## src/sv/sha256_stream_hasher_unit_macros.svh

```systemverilog
// ----------------------------------------------------------------------------
// SHA-256 stream hasher assertion macros
// Shorthand for clocked checks with synchronous active-low reset.
// ----------------------------------------------------------------------------
`ifndef SHA256_STREAM_HASHER_UNIT_MACROS_SVH
`define SHA256_STREAM_HASHER_UNIT_MACROS_SVH

// same-cycle implication
`define SHA_ASSERT_IMP(label, ante, cons, msg) \
    label: assert property (@(posedge i_clk) disable iff (!i_rst_n) (ante) |-> (cons)) \
        else $error(msg);

// next-cycle implication
`define SHA_ASSERT_NXT(label, ante, cons, msg) \
    label: assert property (@(posedge i_clk) disable iff (!i_rst_n) (ante) |=> (cons)) \
        else $error(msg);

`endif

```

## src/sv/sha_pkg.sv

```systemverilog
`timescale 1ns / 1ps
`default_nettype none
// ----------------------------------------------------------------------------
// SHA-256 hasher package
// Shared types, round constants and initial hash values.
// ----------------------------------------------------------------------------
package sha_pkg;

    typedef enum logic [2:0] {
        ST_IDLE,
        ST_PAD_FIRST,
        ST_PAD_FILL,
        ST_LOAD,
        ST_ROUND,
        ST_ADD,
        ST_EMIT_RD,
        ST_EMIT_WAIT
    } t_state;

    typedef enum logic {
        OP_ABSORB = 1'b0,
        OP_FINISH = 1'b1
    } t_opcode;

    typedef struct packed {
        logic       w_shift;
        logic       v_shift;
        logic       round_en;
        logic [5:0] rnd;
    } t_core_ctl;

    localparam logic [7:0] PAD_BYTE = 8'h80;

    function automatic logic [31:0] round_k(input logic [5:0] t);
        logic [31:0] k;
        unique case (t)
            6'd0:  k = 32'h428a2f98; 6'd1:  k = 32'h71374491;
            6'd2:  k = 32'hb5c0fbcf; 6'd3:  k = 32'he9b5dba5;
            6'd4:  k = 32'h3956c25b; 6'd5:  k = 32'h59f111f1;
            6'd6:  k = 32'h923f82a4; 6'd7:  k = 32'hab1c5ed5;
            6'd8:  k = 32'hd807aa98; 6'd9:  k = 32'h12835b01;
            6'd10: k = 32'h243185be; 6'd11: k = 32'h550c7dc3;
            6'd12: k = 32'h72be5d74; 6'd13: k = 32'h80deb1fe;
            6'd14: k = 32'h9bdc06a7; 6'd15: k = 32'hc19bf174;
            6'd16: k = 32'he49b69c1; 6'd17: k = 32'hefbe4786;
            6'd18: k = 32'h0fc19dc6; 6'd19: k = 32'h240ca1cc;
            6'd20: k = 32'h2de92c6f; 6'd21: k = 32'h4a7484aa;
            6'd22: k = 32'h5cb0a9dc; 6'd23: k = 32'h76f988da;
            6'd24: k = 32'h983e5152; 6'd25: k = 32'ha831c66d;
            6'd26: k = 32'hb00327c8; 6'd27: k = 32'hbf597fc7;
            6'd28: k = 32'hc6e00bf3; 6'd29: k = 32'hd5a79147;
            6'd30: k = 32'h06ca6351; 6'd31: k = 32'h14292967;
            6'd32: k = 32'h27b70a85; 6'd33: k = 32'h2e1b2138;
            6'd34: k = 32'h4d2c6dfc; 6'd35: k = 32'h53380d13;
            6'd36: k = 32'h650a7354; 6'd37: k = 32'h766a0abb;
            6'd38: k = 32'h81c2c92e; 6'd39: k = 32'h92722c85;
            6'd40: k = 32'ha2bfe8a1; 6'd41: k = 32'ha81a664b;
            6'd42: k = 32'hc24b8b70; 6'd43: k = 32'hc76c51a3;
            6'd44: k = 32'hd192e819; 6'd45: k = 32'hd6990624;
            6'd46: k = 32'hf40e3585; 6'd47: k = 32'h106aa070;
            6'd48: k = 32'h19a4c116; 6'd49: k = 32'h1e376c08;
            6'd50: k = 32'h2748774c; 6'd51: k = 32'h34b0bcb5;
            6'd52: k = 32'h391c0cb3; 6'd53: k = 32'h4ed8aa4a;
            6'd54: k = 32'h5b9cca4f; 6'd55: k = 32'h682e6ff3;
            6'd56: k = 32'h748f82ee; 6'd57: k = 32'h78a5636f;
            6'd58: k = 32'h84c87814; 6'd59: k = 32'h8cc70208;
            6'd60: k = 32'h90befffa; 6'd61: k = 32'ha4506ceb;
            6'd62: k = 32'hbef9a3f7; 6'd63: k = 32'hc67178f2;
            default: k = 32'h0;
        endcase
        return k;
    endfunction

    function automatic logic [31:0] init_hash(input logic [2:0] i);
        logic [31:0] h;
        unique case (i)
            3'd0: h = 32'h6a09e667;
            3'd1: h = 32'hbb67ae85;
            3'd2: h = 32'h3c6ef372;
            3'd3: h = 32'ha54ff53a;
            3'd4: h = 32'h510e527f;
            3'd5: h = 32'h9b05688c;
            3'd6: h = 32'h1f83d9ab;
            3'd7: h = 32'h5be0cd19;
            default: h = 32'h0;
        endcase
        return h;
    endfunction

endpackage
`default_nettype wire

```

## src/sv/sha_mem.sv

```systemverilog
`timescale 1ns / 1ps
`default_nettype none
// ----------------------------------------------------------------------------
// SHA-256 word memory
// One write port, one read port, registered read data.
// ----------------------------------------------------------------------------
module sha_mem #(
    parameter int Width = 32,
    parameter int Depth = 16
) (
    input  wire logic                     i_clk,
    input  wire logic                     i_we,
    input  wire logic [$clog2(Depth)-1:0] i_waddr,
    input  wire logic [Width-1:0]         i_wdata,
    input  wire logic                     i_re,
    input  wire logic [$clog2(Depth)-1:0] i_raddr,
    output logic      [Width-1:0]         o_rdata
);

    logic [Width-1:0] r_mem [Depth];

    always_ff @(posedge i_clk) begin
        if (i_we) begin
            r_mem[i_waddr] <= i_wdata;
        end
    end

    always_ff @(posedge i_clk) begin
        if (i_re) begin
            o_rdata <= r_mem[i_raddr];
        end
    end

endmodule
`default_nettype wire

```

## src/sv/sha_core.sv

```systemverilog
`timescale 1ns / 1ps
`default_nettype none
// ----------------------------------------------------------------------------
// SHA-256 round core
// Message schedule shift line, working variables and one round per cycle while round_en is set.
// ----------------------------------------------------------------------------
module sha_core (
    input  wire logic               i_clk,
    input  wire sha_pkg::t_core_ctl i_ctl,
    input  wire logic [31:0]        i_w_in,
    input  wire logic [31:0]        i_v_in,
    output logic      [31:0]        o_v0
);
    import sha_pkg::*;

    logic [31:0] r_w [16];
    logic [31:0] r_v [8];
    logic [31:0] s0, s1, w_new;
    logic [31:0] big0, big1, ch, maj, t1, t2;

    function automatic logic [31:0] rotr(input logic [31:0] x, input int n);
        return (x >> n) | (x << (32 - n));
    endfunction

    always_comb begin
        s0    = rotr(r_w[1], 7) ^ rotr(r_w[1], 18) ^ (r_w[1] >> 3);
        s1    = rotr(r_w[14], 17) ^ rotr(r_w[14], 19) ^ (r_w[14] >> 10);
        w_new = s1 + r_w[9] + s0 + r_w[0];
        big1  = rotr(r_v[4], 6) ^ rotr(r_v[4], 11) ^ rotr(r_v[4], 25);
        ch    = (r_v[4] & r_v[5]) ^ (~r_v[4] & r_v[6]);
        t1    = r_v[7] + big1 + ch + round_k(i_ctl.rnd) + r_w[0];
        big0  = rotr(r_v[0], 2) ^ rotr(r_v[0], 13) ^ rotr(r_v[0], 22);
        maj   = (r_v[0] & r_v[1]) ^ (r_v[0] & r_v[2]) ^ (r_v[1] & r_v[2]);
        t2    = big0 + maj;
    end

    always_ff @(posedge i_clk) begin
        if (i_ctl.w_shift || i_ctl.round_en) begin
            for (int i = 0; i < 15; i++) begin
                r_w[i] <= r_w[i+1];
            end
            r_w[15] <= i_ctl.round_en ? w_new : i_w_in;
        end
    end

    always_ff @(posedge i_clk) begin
        if (i_ctl.round_en) begin
            r_v[7] <= r_v[6];
            r_v[6] <= r_v[5];
            r_v[5] <= r_v[4];
            r_v[4] <= r_v[3] + t1;
            r_v[3] <= r_v[2];
            r_v[2] <= r_v[1];
            r_v[1] <= r_v[0];
            r_v[0] <= t1 + t2;
        end else if (i_ctl.v_shift) begin
            for (int i = 0; i < 7; i++) begin
                r_v[i] <= r_v[i+1];
            end
            r_v[7] <= i_v_in;
        end
    end

    assign o_v0 = r_v[0];

endmodule
`default_nettype wire

```

## src/sv/sha256_stream_hasher_unit.sv

```systemverilog
`timescale 1ns / 1ps
`default_nettype none
// ----------------------------------------------------------------------------
// SHA-256 stream hasher
// Absorbs one message byte per beat; a finish beat pads the message and
// returns the eight digest words.
// ----------------------------------------------------------------------------
// An absorb beat is taken without stalling input. The 64th byte of a block starts a
// compression that holds off input while it loads the block buffer and hash
// memories, runs the rounds through the single round unit and adds back into
// the hash memory. A finish beat costs up to 18 padding writes into the block
// buffer's single write port, one or two compressions, and then a read and an
// output load per digest word (held while the output is stalled). Next input is
// taken once the last word is in the output register.
module sha256_stream_hasher_unit (
    input  wire logic        i_clk,
    input  wire logic        i_rst_n,
    input  wire logic        i_in_valid,
    output logic             o_in_stall,
    input  wire logic        i_opcode,
    input  wire logic [7:0]  i_msg_byte,
    output logic             o_out_valid,
    input  wire logic        i_out_stall,
    output logic      [31:0] o_digest_word,
    output logic             o_last_word
);
    import sha_pkg::*;

    `include "sha256_stream_hasher_unit_macros.svh"

    t_state      r_state, n_state;
    logic [60:0] r_count, n_count;
    logic [31:0] r_word, n_word;
    logic [6:0]  r_cnt, n_cnt;
    logic [3:0]  r_widx, n_widx;
    logic        r_fin, n_fin;
    logic        r_final_blk, n_final_blk;
    logic [7:0]  r_hvalid;
    logic        r_hv_q;
    logic [2:0]  r_hra;
    logic        r_ov;
    logic [31:0] r_out_word;
    logic        r_out_last;

    logic        in_acc, out_free, out_load;
    logic [5:0]  pos;
    logic [4:0]  bsh;
    logic [31:0] abs_word, pad_word, fill_word;

    logic        b_we, b_re;
    logic [3:0]  b_waddr, b_raddr;
    logic [31:0] b_wdata, b_rdata;
    logic        h_we, h_re;
    logic [2:0]  h_waddr, h_raddr;
    logic [31:0] h_wdata, h_rdata_raw, h_rdata;
    logic        hv_clr;
    t_core_ctl   core_ctl;
    logic [31:0] v0;

    assign pos      = r_count[5:0];
    assign bsh      = {pos[1:0], 3'b000};
    assign in_acc   = i_in_valid && !o_in_stall;
    assign out_free = !r_ov || !i_out_stall;
    assign abs_word = (r_word & ~(32'hFF000000 >> bsh)) | ({i_msg_byte, 24'h0} >> bsh);
    assign pad_word = (r_word & ~(32'hFFFFFFFF >> bsh)) | ({PAD_BYTE, 24'h0} >> bsh);
    assign h_rdata  = r_hv_q ? h_rdata_raw : init_hash(r_hra);

    always_comb begin
        if (r_final_blk && r_widx == 4'd14) begin
            fill_word = r_count[60:29];
        end else if (r_final_blk && r_widx == 4'd15) begin
            fill_word = {r_count[28:0], 3'b000};
        end else begin
            fill_word = 32'h0;
        end
    end

    // next state
    always_comb begin
        n_state     = r_state;
        n_count     = r_count;
        n_word      = r_word;
        n_cnt       = r_cnt;
        n_widx      = r_widx;
        n_fin       = r_fin;
        n_final_blk = r_final_blk;
        unique case (r_state) inside
            ST_IDLE: begin
                if (in_acc && i_opcode == OP_ABSORB) begin
                    n_word  = abs_word;
                    n_count = r_count + 61'd1;
                    if (pos == 6'd63) begin
                        n_state = ST_LOAD;
                        n_cnt   = '0;
                    end
                end else if (in_acc) begin
                    n_fin       = 1'b1;
                    n_widx      = pos[5:2];
                    n_final_blk = (pos < 6'd56);
                    n_state     = ST_PAD_FIRST;
                end
            end
            ST_PAD_FIRST, ST_PAD_FILL: begin
                if (r_widx == 4'd15) begin
                    n_state = ST_LOAD;
                    n_cnt   = '0;
                end else begin
                    n_widx  = r_widx + 4'd1;
                    n_state = ST_PAD_FILL;
                end
            end
            ST_LOAD: begin
                if (r_cnt == 7'd16) begin
                    n_state = ST_ROUND;
                    n_cnt   = '0;
                end else begin
                    n_cnt = r_cnt + 7'd1;
                end
            end
            ST_ROUND: begin
                if (r_cnt == 7'd63) begin
                    n_state = ST_ADD;
                    n_cnt   = '0;
                end else begin
                    n_cnt = r_cnt + 7'd1;
                end
            end
            ST_ADD: begin
                if (r_cnt != 7'd8) begin
                    n_cnt = r_cnt + 7'd1;
                end else if (!r_fin) begin
                    n_state = ST_IDLE;
                end else if (r_final_blk) begin
                    n_state = ST_EMIT_RD;
                    n_cnt   = '0;
                end else begin
                    n_final_blk = 1'b1;
                    n_widx      = '0;
                    n_state     = ST_PAD_FILL;
                end
            end
            ST_EMIT_RD: begin
                n_state = ST_EMIT_WAIT;
            end
            ST_EMIT_WAIT: begin
                if (out_free) begin
                    if (r_cnt[2:0] == 3'd7) begin
                        n_state = ST_IDLE;
                        n_count = '0;
                        n_fin   = 1'b0;
                    end else begin
                        n_cnt   = r_cnt + 7'd1;
                        n_state = ST_EMIT_RD;
                    end
                end
            end
            default: n_state = ST_IDLE;
        endcase
    end

    // outputs and datapath control
    always_comb begin
        o_in_stall        = (r_state != ST_IDLE);
        out_load          = 1'b0;
        b_we              = 1'b0;
        b_waddr           = r_widx;
        b_wdata           = fill_word;
        b_re              = 1'b0;
        b_raddr           = r_cnt[3:0];
        h_we              = 1'b0;
        h_waddr           = 3'(r_cnt - 7'd1);
        h_wdata           = h_rdata + v0;
        h_re              = 1'b0;
        h_raddr           = r_cnt[2:0];
        hv_clr            = 1'b0;
        core_ctl.w_shift  = 1'b0;
        core_ctl.v_shift  = 1'b0;
        core_ctl.round_en = 1'b0;
        core_ctl.rnd      = r_cnt[5:0];
        unique case (r_state)
            ST_IDLE: begin
                if (in_acc && i_opcode == OP_ABSORB && pos[1:0] == 2'd3) begin
                    b_we    = 1'b1;
                    b_waddr = pos[5:2];
                    b_wdata = abs_word;
                end
            end
            ST_PAD_FIRST: begin
                b_we    = 1'b1;
                b_wdata = pad_word;
            end
            ST_PAD_FILL: begin
                b_we = 1'b1;
            end
            ST_LOAD: begin
                b_re             = (r_cnt < 7'd16);
                h_re             = (r_cnt < 7'd8);
                core_ctl.w_shift = (r_cnt != 7'd0);
                core_ctl.v_shift = (r_cnt != 7'd0) && (r_cnt < 7'd9);
            end
            ST_ROUND: begin
                core_ctl.round_en = 1'b1;
            end
            ST_ADD: begin
                h_re             = (r_cnt < 7'd8);
                h_we             = (r_cnt != 7'd0);
                core_ctl.v_shift = (r_cnt != 7'd0);
            end
            ST_EMIT_RD: begin
                h_re   = 1'b1;
                hv_clr = 1'b1;
            end
            ST_EMIT_WAIT: begin
                out_load = out_free;
            end
            default: ;
        endcase
    end

    always_ff @(posedge i_clk) begin
        if (!i_rst_n) begin
            r_state     <= ST_IDLE;
            r_count     <= '0;
            r_cnt       <= '0;
            r_widx      <= '0;
            r_fin       <= 1'b0;
            r_final_blk <= 1'b0;
            r_hvalid    <= '0;
            r_ov        <= 1'b0;
        end else begin
            r_state     <= n_state;
            r_count     <= n_count;
            r_cnt       <= n_cnt;
            r_widx      <= n_widx;
            r_fin       <= n_fin;
            r_final_blk <= n_final_blk;
            if (h_we) begin
                r_hvalid[h_waddr] <= 1'b1;
            end else if (hv_clr) begin
                r_hvalid[h_raddr] <= 1'b0;
            end
            if (out_load) begin
                r_ov <= 1'b1;
            end else if (!i_out_stall) begin
                r_ov <= 1'b0;
            end
        end
    end

    always_ff @(posedge i_clk) begin
        r_word <= n_word;
        if (h_re) begin
            r_hv_q <= r_hvalid[h_raddr];
            r_hra  <= h_raddr;
        end
        if (out_load) begin
            r_out_word <= h_rdata;
            r_out_last <= (r_cnt[2:0] == 3'd7);
        end
    end

    assign o_out_valid   = r_ov;
    assign o_digest_word = r_out_word;
    assign o_last_word   = r_out_last;

    sha_mem #(.Width(32), .Depth(16)) u_block_mem (
        .i_clk   (i_clk),
        .i_we    (b_we),
        .i_waddr (b_waddr),
        .i_wdata (b_wdata),
        .i_re    (b_re),
        .i_raddr (b_raddr),
        .o_rdata (b_rdata)
    );

    sha_mem #(.Width(32), .Depth(8)) u_hash_mem (
        .i_clk   (i_clk),
        .i_we    (h_we),
        .i_waddr (h_waddr),
        .i_wdata (h_wdata),
        .i_re    (h_re),
        .i_raddr (h_raddr),
        .o_rdata (h_rdata_raw)
    );

    sha_core u_core (
        .i_clk  (i_clk),
        .i_ctl  (core_ctl),
        .i_w_in (b_rdata),
        .i_v_in (h_rdata),
        .o_v0   (v0)
    );

    `SHA_ASSERT_NXT(a_full_block_loads,
        in_acc && i_opcode == OP_ABSORB && r_count[5:0] == 6'd63,
        r_state == ST_LOAD, "full block did not start compression")
    `SHA_ASSERT_NXT(a_last_word_clears,
        r_state == ST_EMIT_WAIT && out_load && r_cnt[2:0] == 3'd7,
        o_out_valid && o_last_word && r_count == '0 && r_state == ST_IDLE,
        "final digest word mishandled")
    `SHA_ASSERT_IMP(a_round_range, r_state == ST_ROUND, r_cnt < 7'd64,
        "round counter out of range")

endmodule
`default_nettype wire

```

## config.mk

```make
export PLATFORM = sky130hd
export DESIGN_NAME = sha256_stream_hasher_unit
export DESIGN_NICKNAME = d
export VERILOG_FILES = /design/src/sv/sha_pkg.sv /design/src/sv/sha_mem.sv /design/src/sv/sha_core.sv /design/src/sv/sha256_stream_hasher_unit.sv
export VERILOG_INCLUDE_DIRS = /design/src /design/src/sv
export SDC_FILE = /design/constraint.sdc
export NUM_CORES = 2
export LEC_CHECK = 0
export ABC_CLOCK_PERIOD_IN_PS = 59600
export BUFFER_PORTS_ARGS = -buffer_cell sky130_fd_sc_hd__buf_2
export CAP_MARGIN = 20
export CORE_ASPECT_RATIO = 0.5
export CORE_MARGIN = 2
export CORE_UTILIZATION = 40
export CTS_CLUSTER_SIZE = 24
export DETAILED_ROUTE_END_ITERATION = 7
export GPL_TIMING_DRIVEN = 1
export HOLD_SLACK_MARGIN = 0.06
export PLACE_DENSITY = 0.57
export SETUP_SLACK_MARGIN = 0.1
export SYNTH_ARGS = -nofsm -noshare
export SYNTH_HDL_FRONTEND = slang
export SYNTH_SLANG_ARGS = --single-unit
```

## constraint.sdc

```tcl
create_clock -name i_clk -period 59.6 [get_ports i_clk]
set_input_delay 11.92 -clock i_clk [delete_from_list [all_inputs] [get_ports i_clk]]
set_output_delay 11.92 -clock i_clk [all_outputs]
set_load 0.05 [all_outputs]
```

==> summary.md <==
| Metric | Value |
|---|---|
| Sequential area share after synthesis | 0.629 |
| Core area | 208000 um2 |
| Post-CTS sizing | 0 |
| Final critical-path required period | 16450 ps |
| CTS buffer count | 174 |
| Post-route antenna net violation count | 0 |
| GRT met1 Usage | 0.356 |
| Worst Setup Start Kind | primary input |
| Routed length per instance | 26.3 um |
| Ranking of synthesized cells by area | edfxtp_1, fa_1, nand2_1 |
| Peak VDD IR | 0.0000369 V |
| Site Rows | 118 |
| Clk pin slew, worst setup/hold paths | 70 ps |
| Max Clock Skew | 61.7 ps |
| Htree depth | 4 |
| CTS sink cnt | 1809 |
| Synthesis-stage register bit count | 1809 |
| Starting DRC count in detailed routing | 6612 |
| Crit Path Max Fanout | 17 |
| Yosys warnings | 0 |
| Unique masters post-synth | 99 |
| F_max | 0.0608 GHz |
| Required @ worst endpoint | 60280 ps |
| Worst Hold Depth | 0 |
| Largest net degree at the start of global routing | 164 |
| Root Driver | clkbuf_16 |
| Largest area contributor in the netlist | edfxtp_1 |
| Syn Std Cell Area | 83900 um2 |
| Leakage power | 32.1 nW |
| Full die area | 214000 um2 |
| Yosys top cell area share | 0.594 |
| CP max stage cell | ha_1 |
| Final Setup Violations | 0 |
| WL final | 248 mm |
| CTS tree | yes |
| Post-layout net count | 6920 |
| Design Power | 4.24 mW |
| Worst path bufs/invs | 5 |
| Layout area overhead | 10.7% |
| Vias | 53200 |
| RSZ-0062 raised after global routing | false |
| Antenna violations before repair | 15 |
| GRT overflow | 0 |
| Die Wd | 652 um |
| Setup TNS | 0 ps |
| # IOs | 48 |
| Skew-Pair Late Insertion Delay | 830 ps |
| Vias in the first global route | 49900 |
| Syn Area/Cell | 12.9 um2 |
| Critical Path Stages | 16 |
| Crit path cell chain | buf_2 -> nor2b_1 -> buf_4 -> a31oi_1 -> nor4_2 -> buf_4 -> o21ai_1 -> o21ai_0 -> and2_1 -> inv_1 -> ha_1 -> clkinv_1 -> nor2_1 -> o21ai_0 -> a311oi_1 -> a21oi_1 |
| Met2 Use GR | 0.325 |
| Postcts setup bufs | 0 |
| Final hold vios | 0 |
| # port buffers | 47 |
| Worst-case clock buffer depth | 4 |
| Met3 Resource Use GR | 0.0418 |
| Ys async rst share | 0 |
| Layout cells sized above 1 | 0.0907 |
| Post-DP HPWL | 167 mm |
| Total GRT Usage | 0.228 |
| Syn_nets | 6908 |
| CP peak stage delay | 950 ps |
| Post-synth EDFFs | 1661 |
| Slew Limit Fails | 0 |
| Chip height | 328 um |
| # hold bufs at CTS | 0 |
| Pwr dens | 45.6 nW/um2 |
| Routability congestion estimate | 0.908 |
| DRC errors left | 0 |
| Most common cell in the netlist | edfxtp_1 |
| Worst slew pin tran | 1240 ps |
| Vias per cell | 5.66 |
| Initial core utilization | 0.404 |
| Grt peak-use layer | met1 |
| Cell family with most CP delay | simple AND/OR/NAND/NOR gates |
| Worst EP arrival | 17130 ps |
| R2R depth | 25 |
| Crit. End Element | flop |
| Hold crit path type | flop to flop |
| Status | finished, final reports clean |
| Fill count | 18700 |
| Critical path class | primary input to flop |
| Ys flop type | edfxtp_1 |
| Synth cell count leaders | edfxtp_1, nand2_1, inv_1 |
| Period Utilization, post-route | 0.276 |
| Slew headroom | 0.170 |
| 1st-pass router iterations | 8 |
| # Max-Cap Violations | 0 |
| First-pass GRT wire length | 357 mm |
| Cells after Synth | 6516 |
## logic make-up (layout without fill, tap and decap cells)
kind of cell,Yosys count,in the layout,synth area share
buffers and inverters,707,841,0.0333
adders and majority gates,407,407,0.0766
and+or+nand+nor,1616,1616,0.0853
muxes,134,134,0.0181
xor gates and xnor gates,439,439,0.0458
AOI/OAI and AO/OA,1404,1404,0.111
other,0,2,0
DFF,1809,1809,0.629
## cell type report
type | count | area [um2] | area share
clock buffer | 220 | 4660 | 0.0502
inverter | 356 | 1340 | 0.0144
multi-input combinational | 4000 | 28600 | 0.308
sequential | 1809 | 52900 | 0.569
clock inverter | 78 | 663 | 0.00714
antenna | 2 | 5.00 | 0.0000539
timing repair buffer | 187 | 1330 | 0.0143
tap | 2760 | 3450 | 0.0372
## power breakdown
part	switching, mW	internal [mW]	leakage, nW
Combinational	0.965	0.600	13.5
Clock	0.482	0.593	2.61
Sequential	0.0428	1.56	16.0
## final timing paths
check / slack, ps / from / to
worst max-delay path: 43150 / i_in_valid / flop
worst min-delay path: 410 / u_core.r_w[1][94] / u_core.r_w[1][62]
worst max register to register: 51380 / flop / u_core.r_v[0][31]
worst min register to register: 410 / u_core.r_w[1][94] / u_core.r_w[1][62]
## per-layer routing
metal | part of all wire | vias to the layer above | routed length (um)
met5 | 0.000089 | - | 22
met4 | 0.022 | 4 | 5570
met3 | 0.088 | 296 | 21800
met2 | 0.42 | 2208 | 103000
met1 | 0.47 | 26800 | 117000
li1 | - | 23900 | -
## state kept, by name, summed over array words and instances, names as in the netlist, 3 cells and up, named ones only
name	count
o_digest_word	32
r_cnt	7
r_count	61
r_hra	3
r_hvalid	8
r_state	3
r_widx	4
r_word	24
u_block_mem.o_rdata	32
u_block_mem.r_mem	512
u_core.r_v	256
u_core.r_w	512
u_hash_mem.o_rdata	32
u_hash_mem.r_mem	256
## placed cells by master, fill, tap and decap left out, types with 20 or more instances in the layout
cell	count
dfxtp_1	144
o21ai_1	27
o21a_1	38
buf_4	135
or3_1	30
o21ai_0	295
xnor2_1	278
nand2_1	868
clkbuf_16	178
a22oi_1	226
nand4_1	56
edfxtp_1	1661
nor2_1	263
mux2_2	63
ha_1	191
a21oi_1	294
mux2i_1	63
inv_1	347
nor3_1	58
o21bai_1	23
a221oi_1	51
nand3_1	98
buf_2	47
and3_1	35
a22o_1	38
o211ai_1	25
o31ai_1	20
clkbuf_1	37
a31oi_1	59
nor2b_1	21
a21o_1	69
clkinv_1	25
nor2_4	21
fa_1	188
clkinv_2	30
a211oi_1	53
maj3_1	28
xor2_1	161
and2_1	31
## through the flow
| stage | std cells | hold WS, ps | setup WS [ps] | area [um2] | util |
|---|---|---|---|---|---|
| final | 9412 | 412 | 43150 | 92900 | 0.447 |
| after global routing | 9410 | 418 | 42990 | 92900 | 0.447 |
| after CTS | 9395 | 414 | 43300 | 92800 | 0.447 |
| after detailed placement | 9097 | 405 | 42470 | 87500 | 0.421 |
| after global placement | 9092 | 400 | 42440 | 87400 | 0.421 |
| after floorplan | 6516 | 400 | 18570 | 83900 | - |
No activity file was read; power rests on OpenSTA's default activity.
